[src/rtl/generational_handle_table_unit_assert.svh]
// Assertion macros shared by the handle table RTL.
// Depends on nothing; included by files that carry concurrent checks.
`ifndef GENERATIONAL_HANDLE_TABLE_UNIT_ASSERT_SVH
`define GENERATIONAL_HANDLE_TABLE_UNIT_ASSERT_SVH
// Implication checked at every clock edge outside reset.
`define GHT_ASSERT_IMP(label, clk, rst_n, ante, cons) \
	label: assert property (@(posedge clk) disable iff (!rst_n) (ante) |-> (cons)) \
	else $error("assertion failed");
// Implication whose consequent is checked in the cycle after the antecedent.
`define GHT_ASSERT_NEXT(label, clk, rst_n, ante, cons) \
	label: assert property (@(posedge clk) disable iff (!rst_n) (ante) |=> (cons)) \
	else $error("assertion failed");
`endif

[src/rtl/ght_ram.sv]
// Generic single-port synchronous RAM with a registered read.
// Depends on nothing.
`timescale 1ns / 1ps
module ght_ram #(
	parameter int WIDTH = 8,
	parameter int DEPTH = 256
) (
	input  logic                     clk,
	input  logic                     we,
	input  logic [$clog2(DEPTH)-1:0] addr,
	input  logic [WIDTH-1:0]         wdata,
	output logic [WIDTH-1:0]         rdata
);
	logic [WIDTH-1:0] mem [DEPTH];
	always_ff @(posedge clk) begin
		if (we) begin
			mem[addr] <= wdata;
		end
		rdata <= mem[addr];
	end
endmodule

[config.mk]
export PLATFORM = sky130hd
export DESIGN_NAME = ght_ram
export DESIGN_NICKNAME = d
export VERILOG_FILES = /design/src/rtl/generational_handle_table_unit_assert.svh /design/src/rtl/ght_ram.sv
export SDC_FILE = /design/constraint.sdc
export NUM_CORES = 2
export LEC_CHECK = 0
export CAP_MARGIN = 20
export CORE_MARGIN = 2
export CORE_UTILIZATION = 55
export DETAILED_ROUTE_END_ITERATION = 12
export DONT_BUFFER_PORTS = 1
export PLACE_DENSITY_LB_ADDON = 0.08
export SLEW_MARGIN = 30
export SYNTH_ARGS = -nofsm -noshare
export SYNTH_HDL_FRONTEND = slang
export SYNTH_SLANG_ARGS = --single-unit
export TNS_END_PERCENT = 30
[constraint.sdc]
create_clock -name clk -period 2.7 [get_ports clk]
set_input_delay 0 -clock clk [delete_from_list [all_inputs] [get_ports clk]]
set_output_delay 0 -clock clk [all_outputs]
set_load 0.05 [all_outputs]
=== Word level (Yosys, flattened, before mapping) ===
Memory sizes are Yosys's and may differ from the RTL's. A register that Yosys moved wholly into a read port is not among the register bits.
Index checks and enable logic that the tools add are counted.

* Bitwise logic cells: 0
* Muxes and demuxes: 2
* $mul: 0
* Eq/ne operators: 0
* Divide/modulo/power cells: 0
* Shifts and indexed selects: 0
* Order comparisons: 0
* Add/sub/neg operators: 0
* Reduce and logical (&&, ||, !) cells: 0

{| class="wikitable"
|+ Operators with widths
! cell !! number
|-
| 1-bit 2-to-1 mux || 2
|}

* Input bits: 18
* Memories kept: 1
* Word-level logic and storage cells: 3
* RAM bits: 2048
* Flip-flop bits (word level): 0
* Memory bits (read-only): 0
* Latch bits: 0

{| class="wikitable"
|+ Memories
! name !! words !! width !! read ports !! clocked after memory_dff !! write ports !! line !! source
|-
| mem || 256 || 8 || 1 || 1 || 1 || ght_ram.sv:14 || <nowiki>logic [WIDTH-1:0] mem [DEPTH];</nowiki>
|}

=== Depth between registers and ports, before layout ===
* Depth in word-level cells: 2
* Depth in mapped cells: 10

=== Worst setup path after synthesis ===
No wires, ideal clock.

* Kind: input to register
* From: input port addr[1]
* To: memory mem[111][0] (enable)
* Arrival time: 1849 ps
* Path slack: 481 ps
* Data required time: 2330 ps
* Stages on the path: 9
* Buffers on the path: 5
* Path through: buf_2 -> clkbuf_1 -> clkbuf_1 -> nand2_1 -> buf_2 -> nor2_1 -> nand2_1 -> clkbuf_1 -> nor2_1

{| class="wikitable"
|+ RTL lines
! item !! line !! source
|-
| start, declared || ght_ram.sv:10 || <nowiki>input logic [$clog2(DEPTH)-1:0] addr,</nowiki>
|-
| end, declared || ght_ram.sv:14 ||
|}

Straight into the memory's write port.

==> impl_metrics.json <==
{
  "grt_max_degree": 519,
  "critPathMaxFanout": 78,
  "drive_above_1_share_pct": 29.08,
  "netlist_area_um2": 78490,
  "hold_class": "primary input to flop",
  "synth_warnings": 0,
  "synthCells": 3547,
  "port-buffer-count": 0,
  "drt-wirelength-per-cell_um": 31.58,
  "cpMaxStageDelayCell": "mux4_2",
  "grt_usage_pct": 25.96,
  "cts_htree_levels": 4,
  "cts_sinks": 2056,
  "maxCapViolations": 0,
  "use_met1_pct": 36.98,
  "grt_pass1_vias": 39230,
  "cellPowerDensity_nw_per_um2": 712.0,
  "finalHoldViolations": 1873,
  "holdWs_ps": -719.7,
  "fmax_ghz": 0.3836,
  "die_x_um": 381.8,
  "routed_wl_mm": 189.0,
  "final.period_utilization_pct": 96.56,
  "r2r_end": "rdata[1]$_DFF_P_",
  "diodes": 0,
  "crit_chain": "buf_16 > buf_16 > buf_16 > mux4_2 > a22oi_1 > a21oi_1 > o41ai_1 > buf_4 > nand4_1",
  "cp_top_family": "buffers and inverters",
  "violations": "negative hold slack, max-slew violations",
  "critical_path_class": "primary input to flop",
  "skew_ps": 25.93,
  "rrSetupSlack_ps": 220,
  "cts_buffers": 201,
  "worstPathArrival_ps": 3280,
  "finalSetupViolCount": 0,
  "dp_slack_ps": 89.26,
  "cp_common_cell": "buf_16",
  "grt_pass1_wl_mm": 272.4,
  "use_met3_pct": 5.345,
  "cts_tree": "done",
  "die_h_um": 381.8,
  "firstDrtPassIters": 8,
  "outcome": "finished with violations",
  "syn_area_per_cell_um2": 22.13,
  "place.gp.congestion": 0.8266,
  "total_power_mw": 63.75,
  "vdd_ir_drop_max_mv": 0.5751,
  "area_delta_synth_final_pct": 14.07,
  "crit_required_ps": 3370,
  "hold_start": "wdata[1]",
  "top_usage_layer": "met2",
  "drtAntennaViolNets": 0,
  "path_clk_slew_ps": 60,
  "syn_nets": 3565,
  "drt_iter0_drc": 4420,
  "die-area_um2": 145800,
  "start_kind": "primary input",
  "antenna_found_initial": 4,
  "setup_ws_ps": 92.95,
  "insertion_delay_ps": 830,
  "whs_path_depth": 0,
  "cpPeakStageDelay_ps": 580,
  "layout_common_cells": "edfxtp_1 (2048), mux4_2 (512), buf_4 (378), a22oi_1 (256), nor2_1 (231)",
  "synth_top_area_share_pct": 78.35,
  "slew_headroom_pct": -15.01,
  "coreArea_um2": 141600,
  "place_hpwl_mm": 104.8,
  "crit_buf_inv": 4,
  "reg2reg_from": "mem[52][1]$_DFFE_PP_",
  "num_rows": 138,
  "post_cts_buffers": 0,
  "drc_errors": 0,
  "maxSlewViolCount": 97,
  "power_leakage_nw": 27.96,
  "yosysUniqueCellTypes": 22,
  "grt_util_met2_pct": 41.78,
  "yosys.area.top_type": "edfxtp_1",
  "vias": 38230,
  "synth_seq_area_share_pct": 78.55,
  "nets": 3949,
  "clock-root-buffer": "clkbuf_16",
  "synth_area_leaders": "edfxtp_1 (78%), mux4_2 (15%), a22oi_1 (2.4%)",
  "ioPinCount": 26,
  "start_util_pct": 55.44,
  "crit_path_end_kind": "flop",
  "nFillCells": 9590,
  "cts_buffer_depth": 3,
  "detail_route.vias_per_cell": 6.387,
  "final_common_cell": "edfxtp_1",
  "worst-r2r-cell-count": 7,
  "holdPathEnd": "mem[11][1]$_DFFE_PP_",
  "ys_ff_latch": 2056,
  "grt_remaining_overflow": 0,
  "period_minus_slack_ps": 2607,
  "tightest_slew_ps": 1725
}
==> per-layer routing <==
metal  vias up  routed length [µm]
li1      15840                   -
met1     20520               75520
met2      1618               93440
met3       251               15820
met4         4                4162
met5         -                  27
==> flip-flops by register name (all words and copies together), names as in the netlist <==
register  count
mem        2048
rdata         8
==> synth_stat cells, drive strengths merged <==
cell type  instances
nand2             28
edfxtp          2048
nor2             232
a21oi            128
inv                1
o41ai             32
a22oi            256
and2               3
dfxtp              8
nand3             13
nor2b              7
nand2b             6
mux4             512
or3                1
clkbuf           145
nor3              30
buf               87
nand4              8
or2                2
==> logic make-up (layout without fill, tap and decap cells) <==
kind of cell | Yosys count | count (layout) | synth area share (%)
AO/OA/AOI/OAI | 416 | 416 | 3.622
flip-flops | 2056 | 2056 | 78.55
multiplexers | 512 | 512 | 14.69
buffers and inverters | 233 | 781 | 1.401
AND/OR/NAND/NOR | 330 | 330 | 1.733
==> how the worst max path moves through the flow <==
stage | from | end | slack, ps | depth (start not counted)
final | addr[0] | rdata[0]$_DFF_P_ | 90 | 9
after floorplan | addr[1] | mem[111][0]$_DFFE_PP_ | 480 | 9
after detailed placement | addr[0] | rdata[2]$_DFF_P_ | 90 | 5
after global routing | addr[0] | rdata[0]$_DFF_P_ | -10 | 9
after global placement | mem[191][6]$_DFFE_PP_ | rdata[6]$_DFF_P_ | -120 | 5
after CTS | mem[216][4]$_DFFE_PP_ | rdata[4]$_DFF_P_ | 150 | 6
==> worst reg2reg max path, stage by stage (launching register included) <==
cell and delay [ps]:
edfxtp_1 370, mux4_2 470, dlygate4sd3_1 580, a22oi_1 180
a21oi_1 100, o41ai_1 350, buf_4 200, nand4_1 100
==> through the flow <==
| stage | cell area, µm² | instances | utilization [%] | setup TNS, ps | hold WS [ps] |
|---|---|---|---|---|---|
| 2_1_floorplan | 78490 | 3547 | - | 0 | 98.87 |
| 3_3_place_gp | 82920 | 5598 | 58.57 | -345.9 | 124.3 |
| 3_5_place_dp | 82980 | 5598 | 58.61 | 0 | 119.4 |
| 4_1_cts | 89170 | 5975 | 62.98 | 0 | -757.4 |
| 5_1_grt | 89530 | 5985 | 63.24 | -23.33 | -756.6 |
| 6_report | 89530 | 5985 | 63.24 | 0 | -719.7 |
==> cell type report <==
type                       instances  area (µm²)  area share, %
clock buffer                     260        5283          5.900
clock inverter                   107       813.3         0.9084
inverter                           1       3.754       0.004192
multi-input combinational       1258       15920          17.79
sequential                      2056       61660          68.87
tap                             1890        2365          2.641
timing repair buffer             413        3486          3.893
==> power by group <==
part	internal (mW)	total, mW	switching, mW
clock network	14.6	26.2	11.6
registers	35.2	35.3	0.134
logic	1.06	2.23	1.17
==> what timing repair did <==
item,4_1_cts,5_1_grt
endpoints found under the setup margin,0,16
hold endpoints to repair,3382,2049
hold buffers,10,1
resized for setup,0,12
(Power assumes the default switching activity.)
